File: src/rtl/rpwd_pkg.sv
// shared types, sizes and codes of the rc pulse width decoder
package rpwd_pkg;

    // frame and line counts
    localparam int MAX_SLOTS  = 8;
    localparam int PWM_LINES  = 5;
    localparam int SLOT_W     = $clog2(MAX_SLOTS + 1);
    localparam int LINE_IDX_W = (PWM_LINES > 1) ? $clog2(PWM_LINES) : 1;

    // field widths
    localparam int TS_W    = 32;
    localparam int GAP_W   = 20;
    localparam int LINE_W  = 3;
    localparam int CH_W    = 3;
    localparam int WIDTH_W = 16;
    localparam int MASK_W  = 8;

    // apb port
    localparam int APB_DW = 32;
    localparam int APB_AW = 3;

    // operation codes
    localparam logic OP_EDGE = 1'b0;
    localparam logic OP_POLL = 1'b1;

    // register indexes
    localparam logic REG_PWM_MODE = 1'b0;
    localparam logic REG_SYNC_GAP = 1'b1;

    localparam logic [GAP_W-1:0] SYNC_GAP_RESET = GAP_W'(7500);

    typedef struct packed {
        logic              operation;
        logic [LINE_W-1:0] line;
        logic              level;
        logic [TS_W-1:0]   timestamp;
    } t_item;

    typedef struct packed {
        logic               captured;
        logic [CH_W-1:0]    channel;
        logic [WIDTH_W-1:0] width_ticks;
        logic [MASK_W-1:0]  good_mask;
    } t_result;

    typedef struct packed {
        logic             pwm_mode;
        logic [GAP_W-1:0] sync_gap_ticks;
    } t_cfg;

endpackage

File: src/rtl/rpwd_in_if.sv
// edge and poll item channel
interface rpwd_in_if;
    logic                          valid;
    logic                          ready;
    logic                          operation;
    logic [rpwd_pkg::LINE_W-1:0]   line;
    logic                          level;
    logic [rpwd_pkg::TS_W-1:0]     timestamp;

    modport source (output valid, operation, line, level, timestamp, input ready);
    modport sink   (input valid, operation, line, level, timestamp, output ready);
endinterface

File: src/rtl/rpwd_out_if.sv
// decoded result item channel
interface rpwd_out_if;
    logic                          valid;
    logic                          ready;
    logic                          captured;
    logic [rpwd_pkg::CH_W-1:0]     channel;
    logic [rpwd_pkg::WIDTH_W-1:0]  width_ticks;
    logic [rpwd_pkg::MASK_W-1:0]   good_mask;

    modport source (output valid, captured, channel, width_ticks, good_mask, input ready);
    modport sink   (input valid, captured, channel, width_ticks, good_mask, output ready);
endinterface

File: src/rtl/rpwd_cfg_regs.sv
// apb configuration registers of the decoder
module rpwd_cfg_regs (
    input  logic                          i_clk,
    input  logic                          i_rst_n,
    input  logic                          psel,
    input  logic                          penable,
    input  logic                          pwrite,
    input  logic [rpwd_pkg::APB_AW-1:0]   paddr,
    input  logic [rpwd_pkg::APB_DW-1:0]   pwdata,
    output logic [rpwd_pkg::APB_DW-1:0]   prdata,
    output logic                          pready,
    output rpwd_pkg::t_cfg                o_cfg
);

    rpwd_pkg::t_cfg r_cfg;
    rpwd_pkg::t_cfg n_cfg;
    logic           wr_en;
    logic           reg_sel;

    assign reg_sel = paddr[2];
    assign wr_en   = psel && penable && pwrite;
    assign pready  = 1'b1;

    always_comb begin
        n_cfg = r_cfg;
        if (wr_en) begin
            case (reg_sel)
                rpwd_pkg::REG_PWM_MODE: n_cfg.pwm_mode       = pwdata[0];
                rpwd_pkg::REG_SYNC_GAP: n_cfg.sync_gap_ticks = pwdata[rpwd_pkg::GAP_W-1:0];
                default: n_cfg = r_cfg;
            endcase
        end
    end

    always_ff @(posedge i_clk) begin
        if (!i_rst_n) begin
            r_cfg.pwm_mode       <= 1'b0;
            r_cfg.sync_gap_ticks <= rpwd_pkg::SYNC_GAP_RESET;
        end else begin
            r_cfg <= n_cfg;
        end
    end

    always_comb begin
        case (reg_sel)
            rpwd_pkg::REG_PWM_MODE: prdata = rpwd_pkg::APB_DW'(r_cfg.pwm_mode);
            rpwd_pkg::REG_SYNC_GAP: prdata = rpwd_pkg::APB_DW'(r_cfg.sync_gap_ticks);
            default:                prdata = '0;
        endcase
    end

    assign o_cfg = r_cfg;

endmodule

File: src/rtl/rpwd_core.sv
// decode state and per-item width computation
module rpwd_core (
    input  logic              i_clk,
    input  logic              i_rst_n,
    input  logic              i_fire,
    input  rpwd_pkg::t_item   i_item,
    input  rpwd_pkg::t_cfg    i_cfg,
    output rpwd_pkg::t_result o_result
);

    logic [rpwd_pkg::TS_W-1:0]    r_frame_start, n_frame_start;
    logic [rpwd_pkg::SLOT_W-1:0]  r_slot_idx, n_slot_idx;
    logic [rpwd_pkg::MASK_W-1:0]  r_slot_bit, n_slot_bit;
    logic [rpwd_pkg::MASK_W-1:0]  r_cap_bits, n_cap_bits;
    logic [rpwd_pkg::WIDTH_W-1:0] r_line_start [rpwd_pkg::PWM_LINES];

    logic [rpwd_pkg::TS_W-1:0]       frame_delta;
    logic [rpwd_pkg::WIDTH_W-1:0]    line_delta;
    logic [rpwd_pkg::LINE_IDX_W-1:0] line_idx;
    logic                            line_wr;
    rpwd_pkg::t_result               res;

    assign line_idx    = i_item.line[rpwd_pkg::LINE_IDX_W-1:0];
    assign frame_delta = i_item.timestamp - r_frame_start;
    assign line_delta  = i_item.timestamp[rpwd_pkg::WIDTH_W-1:0] - r_line_start[line_idx];

    always_comb begin
        n_frame_start   = r_frame_start;
        n_slot_idx      = r_slot_idx;
        n_slot_bit      = r_slot_bit;
        n_cap_bits      = r_cap_bits;
        line_wr         = 1'b0;
        res.captured    = 1'b0;
        res.channel     = '0;
        res.width_ticks = '0;

        if (i_item.operation == rpwd_pkg::OP_POLL) begin
            n_cap_bits = '0;
        end else if (!i_cfg.pwm_mode) begin
            // cppm: rising edges on line 0 only
            if (i_item.line == '0 && i_item.level) begin
                n_frame_start = i_item.timestamp;
                if (frame_delta > rpwd_pkg::TS_W'(i_cfg.sync_gap_ticks)) begin
                    n_slot_idx = '0;
                    n_slot_bit = rpwd_pkg::MASK_W'(1);
                end else if (r_slot_idx < rpwd_pkg::SLOT_W'(rpwd_pkg::MAX_SLOTS)) begin
                    n_cap_bits      = r_cap_bits | r_slot_bit;
                    n_slot_bit      = r_slot_bit << 1;
                    n_slot_idx      = r_slot_idx + 1'b1;
                    res.captured    = 1'b1;
                    res.channel     = rpwd_pkg::CH_W'(r_slot_idx);
                    res.width_ticks = frame_delta[rpwd_pkg::WIDTH_W-1:0];
                end
            end
        end else if ({1'b0, i_item.line} < (rpwd_pkg::LINE_W+1)'(rpwd_pkg::PWM_LINES)) begin
            if (i_item.line == '0) begin
                // line 0 keeps its full start time in the frame register
                if (i_item.level) begin
                    n_frame_start = i_item.timestamp;
                end else begin
                    n_cap_bits      = r_cap_bits | rpwd_pkg::MASK_W'(1);
                    res.captured    = 1'b1;
                    res.width_ticks = frame_delta[rpwd_pkg::WIDTH_W-1:0];
                end
            end else begin
                if (i_item.level) begin
                    line_wr = 1'b1;
                end else begin
                    n_cap_bits      = r_cap_bits | (rpwd_pkg::MASK_W'(1) << i_item.line);
                    res.captured    = 1'b1;
                    res.channel     = i_item.line;
                    res.width_ticks = line_delta;
                end
            end
        end

        // a poll reports the mask before clearing, an edge the mask after its own update
        res.good_mask = (i_item.operation == rpwd_pkg::OP_POLL) ? r_cap_bits : n_cap_bits;
    end

    always_ff @(posedge i_clk) begin
        if (!i_rst_n) begin
            r_frame_start <= '0;
            r_slot_idx    <= '0;
            r_slot_bit    <= '0;
            r_cap_bits    <= '0;
            for (int i = 0; i < rpwd_pkg::PWM_LINES; i++) begin
                r_line_start[i] <= '0;
            end
        end else if (i_fire) begin
            r_frame_start <= n_frame_start;
            r_slot_idx    <= n_slot_idx;
            r_slot_bit    <= n_slot_bit;
            r_cap_bits    <= n_cap_bits;
            if (line_wr) begin
                r_line_start[line_idx] <= i_item.timestamp[rpwd_pkg::WIDTH_W-1:0];
            end
        end
    end

    assign o_result = res;

endmodule

File: src/rtl/rc_pulse_width_decoder.sv
// top level of the rc pulse width decoder: item registers, core and apb registers
//
// Decodes radio-control receiver pulses from timestamped pin edges. Each item is
// either an edge (line, level after the edge, 32-bit tick timestamp) or a poll.
// With pwm_mode = 0 (cppm) only rising edges on line 0 count: an interval above
// sync_gap_ticks restarts the frame at slot 0, one not above it is reported as the
// width of the next slot (up to 8 per frame) and sets that slot's good bit. With
// pwm_mode = 1 each of the five lines measures rising-to-falling width and sets
// its own good bit. Widths are the low 16 bits of the tick difference. A poll
// returns the good mask and clears it. Every item yields exactly one result item.
// Timing: an item is registered on entry, decoded from that register by a subtract
// and compare against the decode state, and lands in the result register; one item
// is taken every cycle as long as the result side keeps draining. pwm_mode lives at
// byte address 0 and sync_gap_ticks at byte address 4; write them only while no
// item is in flight.
module rc_pulse_width_decoder (
    input  logic                          i_clk,
    input  logic                          i_rst_n,
    rpwd_in_if.sink                       i_item,
    rpwd_out_if.source                    o_result,
    input  logic                          psel,
    input  logic                          penable,
    input  logic                          pwrite,
    input  logic [rpwd_pkg::APB_AW-1:0]   paddr,
    input  logic [rpwd_pkg::APB_DW-1:0]   pwdata,
    output logic [rpwd_pkg::APB_DW-1:0]   prdata,
    output logic                          pready
);

    rpwd_pkg::t_cfg    cfg;
    rpwd_pkg::t_item   r_in_item;
    logic              r_in_valid;
    rpwd_pkg::t_result r_out;
    logic              r_out_valid;
    rpwd_pkg::t_result core_res;
    logic              in_take;
    logic              dec_fire;

    // config registers
    rpwd_cfg_regs u_cfg (
        .i_clk   (i_clk),
        .i_rst_n (i_rst_n),
        .psel    (psel),
        .penable (penable),
        .pwrite  (pwrite),
        .paddr   (paddr),
        .pwdata  (pwdata),
        .prdata  (prdata),
        .pready  (pready),
        .o_cfg   (cfg)
    );

    // decode fires when the input register holds an item and the result slot is free
    assign dec_fire     = r_in_valid && (!r_out_valid || o_result.ready);
    // the input register refills in the same cycle it drains
    assign i_item.ready = !r_in_valid || dec_fire;
    assign in_take      = i_item.valid && i_item.ready;

    always_ff @(posedge i_clk) begin
        if (!i_rst_n) begin
            r_in_valid <= 1'b0;
        end else if (i_item.ready) begin
            r_in_valid <= i_item.valid;
        end
    end

    // payload needs no reset
    always_ff @(posedge i_clk) begin
        if (in_take) begin
            r_in_item.operation <= i_item.operation;
            r_in_item.line      <= i_item.line;
            r_in_item.level     <= i_item.level;
            r_in_item.timestamp <= i_item.timestamp;
        end
    end

    // decode state and width math
    rpwd_core u_core (
        .i_clk    (i_clk),
        .i_rst_n  (i_rst_n),
        .i_fire   (dec_fire),
        .i_item   (r_in_item),
        .i_cfg    (cfg),
        .o_result (core_res)
    );

    // result register, held while the sink stalls
    always_ff @(posedge i_clk) begin
        if (!i_rst_n) begin
            r_out_valid <= 1'b0;
        end else if (dec_fire) begin
            r_out_valid <= 1'b1;
        end else if (o_result.ready) begin
            r_out_valid <= 1'b0;
        end
    end

    always_ff @(posedge i_clk) begin
        if (dec_fire) begin
            r_out <= core_res;
        end
    end

    assign o_result.valid       = r_out_valid;
    assign o_result.captured    = r_out.captured;
    assign o_result.channel     = r_out.channel;
    assign o_result.width_ticks = r_out.width_ticks;
    assign o_result.good_mask   = r_out.good_mask;

endmodule
File: src/flat_wrapper.sv
// flat-port wrapper written by rule: the top's interface ports become plain ports
module rc_pulse_width_decoder_flat 
  (i_clk, i_rst_n, psel, penable, pwrite, paddr, pwdata, prdata, pready, i_item_valid, i_item_operation, i_item_line, i_item_level, i_item_timestamp, i_item_ready, o_result_valid, o_result_captured, o_result_channel, o_result_width_ticks, o_result_good_mask, o_result_ready);
  rpwd_in_if i_item_i ();
  rpwd_out_if o_result_i ();
  input  logic i_clk;
  input  logic i_rst_n;
  input  logic psel;
  input  logic penable;
  input  logic pwrite;
  input  logic [rpwd_pkg::APB_AW-1:0] paddr;
  input  logic [rpwd_pkg::APB_DW-1:0] pwdata;
  output logic [rpwd_pkg::APB_DW-1:0] prdata;
  output logic pready;
  input wire logic [$bits(i_item_i.valid)-1:0] i_item_valid;
  input wire logic [$bits(i_item_i.operation)-1:0] i_item_operation;
  input wire logic [$bits(i_item_i.line)-1:0] i_item_line;
  input wire logic [$bits(i_item_i.level)-1:0] i_item_level;
  input wire logic [$bits(i_item_i.timestamp)-1:0] i_item_timestamp;
  output wire logic [$bits(i_item_i.ready)-1:0] i_item_ready;
  output wire logic [$bits(o_result_i.valid)-1:0] o_result_valid;
  output wire logic [$bits(o_result_i.captured)-1:0] o_result_captured;
  output wire logic [$bits(o_result_i.channel)-1:0] o_result_channel;
  output wire logic [$bits(o_result_i.width_ticks)-1:0] o_result_width_ticks;
  output wire logic [$bits(o_result_i.good_mask)-1:0] o_result_good_mask;
  input wire logic [$bits(o_result_i.ready)-1:0] o_result_ready;
  assign i_item_i.valid = i_item_valid;
  assign i_item_i.operation = i_item_operation;
  assign i_item_i.line = i_item_line;
  assign i_item_i.level = i_item_level;
  assign i_item_i.timestamp = i_item_timestamp;
  assign i_item_ready = i_item_i.ready;
  assign o_result_valid = o_result_i.valid;
  assign o_result_captured = o_result_i.captured;
  assign o_result_channel = o_result_i.channel;
  assign o_result_width_ticks = o_result_i.width_ticks;
  assign o_result_good_mask = o_result_i.good_mask;
  assign o_result_i.ready = o_result_ready;
  rc_pulse_width_decoder u_core (.i_clk(i_clk), .i_rst_n(i_rst_n), .i_item(i_item_i), .o_result(o_result_i), .psel(psel), .penable(penable), .pwrite(pwrite), .paddr(paddr), .pwdata(pwdata), .prdata(prdata), .pready(pready));
endmodule
File: config.mk
export PLATFORM = sky130hd
export DESIGN_NAME = rc_pulse_width_decoder_flat
export DESIGN_NICKNAME = d
export VERILOG_FILES = /design/src/rtl/rpwd_pkg.sv /design/src/rtl/rpwd_in_if.sv /design/src/rtl/rpwd_out_if.sv /design/src/rtl/rpwd_cfg_regs.sv /design/src/rtl/rpwd_core.sv /design/src/rtl/rc_pulse_width_decoder.sv /design/src/flat_wrapper.sv
export SDC_FILE = /design/constraint.sdc
export NUM_CORES = 1
export LEC_CHECK = 0
export BUFFER_PORTS_ARGS = -buffer_cell sky130_fd_sc_hd__clkbuf_2
export CORE_ASPECT_RATIO = 0.9
export CORE_MARGIN = 2
export CORE_UTILIZATION = 40
export DETAILED_ROUTE_END_ITERATION = 8
export PLACE_DENSITY_LB_ADDON = 0.25
export SYNTH_ARGS = -nofsm -noshare
export SYNTH_HDL_FRONTEND = slang
export SYNTH_SLANG_ARGS = --single-unit
File: constraint.sdc
create_clock -name i_clk -period 6.5 [get_ports i_clk]
set_input_delay 0.975 -clock i_clk [delete_from_list [all_inputs] [get_ports i_clk]]
set_output_delay 0.975 -clock i_clk [all_outputs]
set_load 0.01 [all_outputs]
==> qor.yml, run 1 <==
drc_errors: 0
ys_warn_count: 0
num_rows: 64
worstPathArrival_ns: 6.55
final_nets: 1578
crit-reg2reg-launch: "u_core.r_in_item[0]"
cts-root-buf: "clkbuf_16"
vias_per_cell: 5.16
peakVddDrop_mv: 0.235
finalWirelength_um: 33500
r2r-end: "u_core.o_result.good_mask[4]"
power_density_nw_per_um2: 258
layout_commonest_cell: "edfxtp_1"
yosys-top-cells-area: "edfxtp_1 (42%), dfxtp_1 (11%), ha_1 (6.1%)"
yosysUniqueCellTypes: 70
dieHeight_um: 180
die_w_um: 200
hp-class: "reg2reg"
worst_r2r_path_depth: 25
rsz0062_at_grt: "false"
fmax_mhz: 163
layout_min_cycle_time_ns: 6.12
vias: 9876
dp_slack_ns: 0.201
timing.final.crit_share_pct: 94.2
status: "finished clean"
io_pins: 142
grt_pass1_wl_um: 53000
synth_largest_area_cell: "edfxtp_1"
hpwl_um: 23500
avgSynthCellArea_um2: 11.1
holdPathStages: 2
drive_gt1_share_pct: 17.5
drt_iter0_drc: 816
ys_seq_area_share_pct: 53.2
worstSetupPathType: "reg2reg"
cap_violations: 0
gp_congestion: 0.878
path_clk_slew_ns: 0.06
tns_ns: 0
diodes: 0
p_leak_nw: 6.08
cts.htree.levels: 1
final_cell_mix: "edfxtp_1 (193), nand2_1 (156), clkbuf_2 (114)"
overflow: 0
end_kind: "flip-flop"
clockBufferDepth: 3
core_area_um2: 34000
critPathMaxFanout: 24
clk_latency_ns: 0.58
worstMarginPinSlew_ns: 1.14
slew_violations: 0
grt_pass1_vias: 9640
cp.required_ns: 6.93
grt_usage_pct: 18.8
rrSetupSlack_ns: 0.38
fin_ws_ns: 0.375
cts_inserted_buffers: 30
die_area_um2: 36100
final_util_pct: 47.5
min_from: "u_core.u_core.r_frame_start[27]"
antenna_found_initial: 0
synthToLayoutAreaGrowth_pct: 16.9
synthArstFlopShare_pct: 0
setup_viol: 0
drtPass1Iterations: 5
synth_edf_count: 193
fin_worst_skew_ns: 0.0229
grt_max_degree: 67
cts_tree: "yes"
max-slew-margin-rel_pct: 23.9
hold-path-endpoint: "u_core.u_core.r_frame_start[27]"
hold_viol: 0
post_drt_wl_per_cell_um: 17.5
port_buffers: 114
start_util_pct: 40.6
cts_sinks: 271
ys_ff_latch: 271
synth_top_area_share_pct: 41.9
synth-main-ff-cell: "edfxtp_1"
syn-cell-area_um2: 13800
cp-start-kind: "flip-flop"
postRouteAntennaNets: 0
syn_inst: 1251
per-stage QoR:
stage	area, um2	hold slack (ns)	instances	power (mW)
4_1_cts	16100	0.451	1915	4.22
3_5_place_dp	15200	0.443	1860	2.55
6_report	16200	0.454	1915	4.18
3_3_place_gp	15200	0.432	1860	2.54
2_1_floorplan	14100	0.425	1326	2.37
5_1_grt	16200	0.471	1915	4.35
final cells by class:
class                           instances  area [um2]
Fill cell                            3183       17900
Sequential cell                       271        7360
Multi-Input combinational cell        908        6170
Clock buffer                           41         863
Timing Repair Buffer                  146         815
Tap cell                              462         578
Inverter                               73         274
Clock inverter                         14         113
logic make-up (layout without fill, tap and decap cells):
logic type               count (synthesis)  after routing  share of synthesized area (%)
AO/OA/AOI/OAI                          273            273                           12.6
XOR/XNOR                                38             38                           2.41
adder cells (fa/ha/maj)                 69             69                           6.35
buffers and inverters                  147            274                           4.45
flip-flops                             271            271                           53.2
multiplexers                            58             58                           7.14
other                                    2             77                         0.0543
AND/OR/NAND/NOR                        393            393                           13.8
worst max-delay path: stages (launching register included):
cell and delay (ns):
edfxtp_1 0.43, inv_2 0.13, ha_1 0.18, inv_1 0.06, fa_1 0.49, a211oi_2 0.25
o211ai_1 0.19, nand2_1 0.09, nand2_1 0.07, a21o_1 0.18, a21oi_1 0.17, xnor2_1 0.12
ha_1 0.29, nand4_1 0.16, or4_4 0.62, o31ai_4 0.30, o221ai_1 0.16, or4_1 0.53
nor4_2 0.25, o2111ai_2 0.21, nor4_2 0.28, buf_4 0.19, nand2_1 0.07, buf_6 0.23
buf_4 0.18, o21ai_1 0.13
metal layers:
metal,GRT usage [%],vias to the layer above,wire length (um)
met3,2.58,48,1720
li1,-,4845,-
met2,30.0,229,15500
met4,3.97,0,627
met5,0,-,0
met1,27.3,4754,15600
flip-flops by register name, indices dropped and copies added (netlist names), named ones only:
signal                       count
u_core.o_result.captured         1
u_core.o_result.width_ticks     16
u_core.o_result.good_mask        8
u_core.r_in_valid                1
u_core.u_cfg.o_cfg              21
u_core.r_in_item                37
u_core.u_core.r_cap_bits         8
u_core.o_result.channel          3
u_core.o_result.valid            1
u_core.u_core.r_line_start     128
u_core.u_core.r_slot_bit         8
u_core.u_core.r_slot_idx         4
u_core.u_core.r_frame_start     32
report_power, final:
| group | internal [mW] | switching (mW) |
|---|---|---|
| clock | 0.967 | 0.693 |
| combinational | 0.225 | 0.336 |
| sequential | 1.92 | 0.0340 |
| total | 3.11 | 1.06 |
cell usage after synthesis (all sizes together) (5+ instances only):
master  number
mux2i       21
o21ai       43
o22ai        5
and3         6
mux4        32
or3          6
xnor2       24
o211ai      17
buf         22
o21a         7
ha          67
nor4         7
and2        65
nor2b        8
nor3        17
nand4       11
clkbuf      52
o31ai        7
nand2      156
a311oi      17
a31oi        6
a21oi      111
mux2         5
inv         72
nand3       23
dfxtp       78
o21bai       5
a21o        17
edfxtp     193
nand2b      11
xor2        14
nor2        70
a211oi       8
worst max-delay path by stage:
| stage | slack, ns | startpoint | to |
|---|---|---|---|
| floorplan | 0.98 | u_core.r_in_item[1] | u_core.o_result.good_mask[0] |
| global placement | 0.25 | u_core.r_in_item[0] | u_core.o_result.good_mask[4] |
| detailed placement | 0.20 | u_core.r_in_item[0] | u_core.o_result.width_ticks[12] |
| CTS | 0.12 | u_core.r_in_item[0] | u_core.o_result.width_ticks[12] |
| global route | 0.03 | u_core.r_in_item[0] | u_core.o_result.good_mask[3] |
| finish | 0.38 | u_core.r_in_item[0] | u_core.o_result.good_mask[4] |
timing repair:
| item | in CTS | in global routing |
|---|---|---|
| buffers inserted | 0 | 0 |
| setup endpoints to repair | 0 | 41 |
| hold buffers | 0 | 0 |
| resized for setup | 0 | 7 |
No activity file was read; power rests on OpenSTA's default activity.
==> inputs of run 2 (changes only) <==
--- a/config.mk
+++ b/config.mk
@@ -7,7 +7,6 @@
 export LEC_CHECK = 0
 export BUFFER_PORTS_ARGS = -buffer_cell sky130_fd_sc_hd__clkbuf_2
 export CORE_ASPECT_RATIO = 0.9
-export CORE_MARGIN = 2
 export CORE_UTILIZATION = 40
 export DETAILED_ROUTE_END_ITERATION = 8
 export PLACE_DENSITY_LB_ADDON = 0.25
==> run 2 against run 1 <==
Compared with the run above: total power down 1.7%; critical path depth fell by 1; clock-buffer cell count stayed put; fmax up 4.1%; clock power down 4%; critical endpoint is now u_core.o_result.width_ticks[2].
==> qor.yml, run 2 (same netlist as run 1, synthesis figures left out) <==
status: "finished clean"
num_rows: 64
timing.final.crit_share_pct: 90.5
finalWirelength_um: 33600
drive_gt1_share_pct: 17.4
layout_min_cycle_time_ns: 5.88
synthToLayoutAreaGrowth_pct: 17.2
gp_congestion: 0.867
cp-start-kind: "flip-flop"
rsz0062_at_grt: "false"
p_int_mw: 3.05
antenna_found_initial: 0
post_drt_wl_per_cell_um: 17.5
vias: 9874
combPwrFrac_pct: 13.8
end_kind: "flip-flop"
multiInputGateArea_um2: 6200
worstSetupPathType: "reg2reg"
worstMarginPinSlew_ns: 1.17
fin_cells: 1919
start_util_pct: 40.6
grt_max_degree: 67
grt_pass1_wl_um: 52400
core_area_um2: 34000
reg_top3: "u_core.u_core.r_line_start: 128 flops, u_core.r_in_item: 37 flops, u_core.u_core.r_frame_start: 32 flops"
largest_reg_flops: 128
cts_tree: "yes"
clk_latency_ns: 0.56
cts_sinks: 271
layout_commonest_cell: "edfxtp_1"
p_leak_nw: 6.09
path_clk_slew_ns: 0.06
area.sequential_um2: 7360
power_density_nw_per_um2: 253
cp.required_ns: 6.88
p_sw_mw: 1.05
die_area_um2: 35300
clockBufferDepth: 3
final_nets: 1581
dieHeight_um: 178
port_buffers: 114
final_cell_mix: "edfxtp_1 (193), nand2_1 (155), clkbuf_2 (114)"
tns_ns: 0
drtPass1Iterations: 5
slew_violations: 0
cts_inserted_buffers: 29
hold_buffers: 0
cts-root-buf: "clkbuf_16"
grt_usage_pct: 19.2
drt_iter0_drc: 646
cts.htree.levels: 1
critPathMaxFanout: 14
grt_pass1_vias: 9613
peakVddDrop_mv: 0.186
top_register: "u_core.u_core.r_line_start"
postRouteAntennaNets: 0
cap_violations: 0
swShare_pct: 25.6
clockPowerShare_pct: 38.6
hp-class: "reg2reg"
hold_viol: 0
seq_power_share_pct: 47.6
io_pins: 142
max-slew-margin-rel_pct: 21.8
fin_worst_skew_ns: 0.0149
setup_viol: 0
drc_errors: 0
power_mw: 4.10
die_w_um: 198
hpwl_um: 23100
vias_per_cell: 5.15
fmax_mhz: 170
worstPathArrival_ns: 6.26
overflow: 0
fill_cells: 3152
placed_cells: 1858
## run 2: timing repair
item                                    4_1_cts  5_1_grt
buffers inserted                              0        4
endpoints found under the setup margin        0       48
resized for setup                             0       11
## run 2: worst paths after layout
path | start | slack (ns) | depth (start not counted) | end
setup / recovery | u_core.r_in_item[0] | 0.62 | 24 | u_core.o_result.width_ticks[2]
hold / removal | u_core.u_core.r_cap_bits[5] | 0.44 | 2 | u_core.u_core.r_cap_bits[5]
hold reg to reg | u_core.u_core.r_cap_bits[5] | 0.44 | 2 | u_core.u_core.r_cap_bits[5]
setup reg to reg | u_core.r_in_item[0] | 0.62 | 24 | u_core.o_result.width_ticks[2]
## run 2: layer usage
layer / track usage (%) / vias to the layer above / wire [um]
met1: 27.3 / 4733 / 16000
li1: - / 4846 / -
met4: 4.36 / 0 / 597
met2: 30.9 / 251 / 15200
met3: 2.85 / 44 / 1690
met5: 0 / - / 0
## run 2: layout make-up
type	count	area share [%]
diodes	1	0.0154
clock buffers	41	5.00
clock inverters	13	0.587
inverters	73	1.69
multi-input cells	908	38.3
flip-flops and latches	271	45.4
well taps	462	3.57
repair buffers	150	5.48
## run 2: metrics by stage
stage | hold slack [ns] | setup slack, ns | cell area [um2] | utilization (%)
final | 0.445 | 0.618 | 16200 | 47.6
after global routing | 0.474 | 0.141 | 16200 | 47.6
after CTS | 0.446 | 0.0546 | 16100 | 47.2
after detailed placement | 0.438 | 0.109 | 15200 | 44.6
after global placement | 0.433 | 0.261 | 15200 | 44.6
after floorplan | 0.425 | 0.983 | 14100 | -
## run 2: worst max-delay path, cell delays in order, from the launching register on
cell	delay [ns]
edfxtp_1	0.45
inv_2	0.12
ha_1	0.17
inv_1	0.07
fa_1	0.48
a211oi_2	0.30
o211ai_1	0.16
nand2_1	0.09
nand2_1	0.07
a21o_1	0.19
a21oi_1	0.17
xnor2_1	0.12
ha_1	0.29
nand4_1	0.14
or4_4	0.48
o31ai_4	0.24
o221ai_2	0.15
or4_4	0.54
nor4_4	0.23
o2111ai_2	0.18
nor4_2	0.23
buf_4	0.18
nand2_2	0.14
clkbuf_16	0.28
a311oi_1	0.22
## run 2: power groups by stage
stage               Sequential, mW  Clock [mW]  Combinational (mW)
floorplan                     1.98           0               0.391
global placement              1.99           0               0.547
detailed placement            1.99           0               0.558
CTS                           1.96        1.63               0.561
global route                  1.96        1.69               0.625
finish                        1.96        1.59               0.565
==> inputs of run 3 (changes only) <==
--- a/config.mk
+++ b/config.mk
@@ -7,7 +7,7 @@
 export LEC_CHECK = 0
 export BUFFER_PORTS_ARGS = -buffer_cell sky130_fd_sc_hd__clkbuf_2
 export CORE_ASPECT_RATIO = 0.9
-export CORE_UTILIZATION = 40
+export CORE_UTILIZATION = 55
 export DETAILED_ROUTE_END_ITERATION = 8
 export PLACE_DENSITY_LB_ADDON = 0.25
 export SYNTH_ARGS = -nofsm -noshare
==> run 3 against run 2 <==
Compared with the run above: sequential power is essentially flat; register-to-register slack got worse by 0.25 ns; hold slack better by 0.00072 ns; total power is 0.90% lower; global-route usage increased by 5.2 points; fmax decreased by 4.1%; clock power is essentially flat; die area decreased by 27%; cell area down 1.9%.
==> qor.yml, run 3 (same netlist as run 1, synthesis figures left out) <==
port_buffers: 114
grt_pass1_wl_um: 49300
hold_buffers: 0
grt_pass1_vias: 9401
grt.busiest_layer: "met2"
die_w_um: 169
core_area_um2: 24500
die_area_um2: 25800
p_leak_nw: 6.01
post_drt_wl_per_cell_um: 17.7
grtUsageMet2_pct: 41.0
fmax_mhz: 163
grt_max_degree: 67
gp_congestion: 0.867
slew_violations: 0
cp.required_ns: 6.85
final_cell_mix: "edfxtp_1 (193), nand2_1 (156), clkbuf_2 (114)"
cts_sinks: 271
setup_viol: 0
timing.hold.ws_ns: 0.445
vias: 9986
fill_cells: 1947
worstSetupPathType: "reg2reg"
timing.final.crit_share_pct: 94.3
drc_errors: 0
dieHeight_um: 152
layout_min_cycle_time_ns: 6.13
worstPathArrival_ns: 6.48
status: "finished clean"
hpwl_um: 21500
fin_worst_skew_ns: 0.0106
hold_viol: 0
use_met3_pct: 2.99
worstMarginPinSlew_ns: 1.19
drive_gt1_share_pct: 16.6
clockBufferDepth: 3
cts.htree.levels: 1
postRouteAntennaNets: 0
max-slew-margin-rel_pct: 20.5
start_util_pct: 56.6
clk_latency_ns: 0.54
num_rows: 54
vias_per_cell: 5.61
grt.met1_usage_pct: 34.2
dp_slack_ns: 0.244
reg_top3: "u_core.u_core.r_line_start: 128 flops, u_core.r_in_item: 37 flops, u_core.u_core.r_frame_start: 32 flops"
power_density_nw_per_um2: 256
layout_commonest_cell: "edfxtp_1"
path_clk_slew_ns: 0.06
fin_ws_ns: 0.368
antenna_found_initial: 0
cts_tree: "yes"
drt_iter0_drc: 893
grt_usage_pct: 24.4
drtPass1Iterations: 5
diodes: 0
peakVddDrop_mv: 0.215
cap_violations: 0
final_nets: 1569
hp-class: "reg2reg"
cts-root-buf: "clkbuf_16"
top_register: "u_core.u_core.r_line_start"
finalWirelength_um: 31500
rrSetupSlack_ns: 0.37
synthToLayoutAreaGrowth_pct: 15.0
io_pins: 142
cts_inserted_buffers: 28
largest_reg_flops: 128
end_kind: "flip-flop"
overflow: 0
cp-start-kind: "flip-flop"
power_mw: 4.07
critPathMaxFanout: 29
==> run 3: cell count changes in the layout (fill, tap and decap cells not counted), moves of 2 or more <==
cell       before  now
clkbuf_8        4    8
clkbuf_16      31   29
buf_4          33   24
nor3_2          0    3
nor3_1         17   14
clkinv_1        5    2
clkinv_2        5    2
==> run 3: routing by layer <==
layer | share of wire, % | wire [um] | vias to the layer above
met5 | 0 | 0 | -
li1 | - | - | 4823
met4 | 1.7 | 537 | 0
met3 | 6.1 | 1920 | 42
met2 | 48 | 15100 | 339
met1 | 44 | 14000 | 4782
==> run 3: layout make-up <==
class	count	area, um2	area share [%]
Inverter	73	274	1.72
Timing Repair Buffer	139	762	4.79
Sequential cell	271	7360	46.3
Clock inverter	5	27.5	0.173
Clock buffer	47	877	5.51
Tap cell	336	420	2.64
Multi-Input combinational cell	908	6190	38.9
==> run 3: worst paths after layout <==
check | end | from | cells past startpoint
max reg2reg | u_core.o_result.good_mask[1] | u_core.r_in_item[6] | 19
max | u_core.o_result.good_mask[1] | u_core.r_in_item[6] | 19
min reg2reg | u_core.u_core.r_cap_bits[6] | u_core.u_core.r_cap_bits[6] | 2
min | u_core.u_core.r_cap_bits[6] | u_core.u_core.r_cap_bits[6] | 2
==> run 3: what timing repair did <==
item,in CTS,in global routing
setup buffers,0,1
gates resized for setup,0,6
endpoints found under the setup margin,0,31
==> run 3: critical path, stage by stage (launching register included) <==
cell,delay [ns]
edfxtp_1,0.58
ha_1,0.48
nand3_1,0.10
a211o_1,0.30
a211oi_1,0.45
or3_1,0.22
a31oi_1,0.14
xnor2_1,0.19
ha_1,0.31
nand4_1,0.16
or4_4,0.59
o31ai_2,0.30
o221ai_1,0.15
or4_1,0.54
nor4_2,0.25
o2111ai_2,0.22
nor4_4,0.33
nand2_1,0.11
buf_6,0.24
a221oi_1,0.28
==> run 3: stage by stage <==
step / TNS, ns / instance area, um2 / util [%] / std cells
6_report: 0 / 15900 / 65.0 / 1779
5_1_grt: -0.00841 / 15900 / 65.0 / 1779
4_1_cts: 0 / 15900 / 64.9 / 1778
3_5_place_dp: 0 / 15000 / 61.2 / 1726
3_3_place_gp: 0 / 15000 / 61.2 / 1726
2_1_floorplan: 0 / 14100 / - / 1326
==> run 3: report_power, final <==
group	switching, mW	internal, mW
Combinational	0.324	0.222
Sequential	0.0433	1.92
Clock	0.645	0.913
Total	1.01	3.06
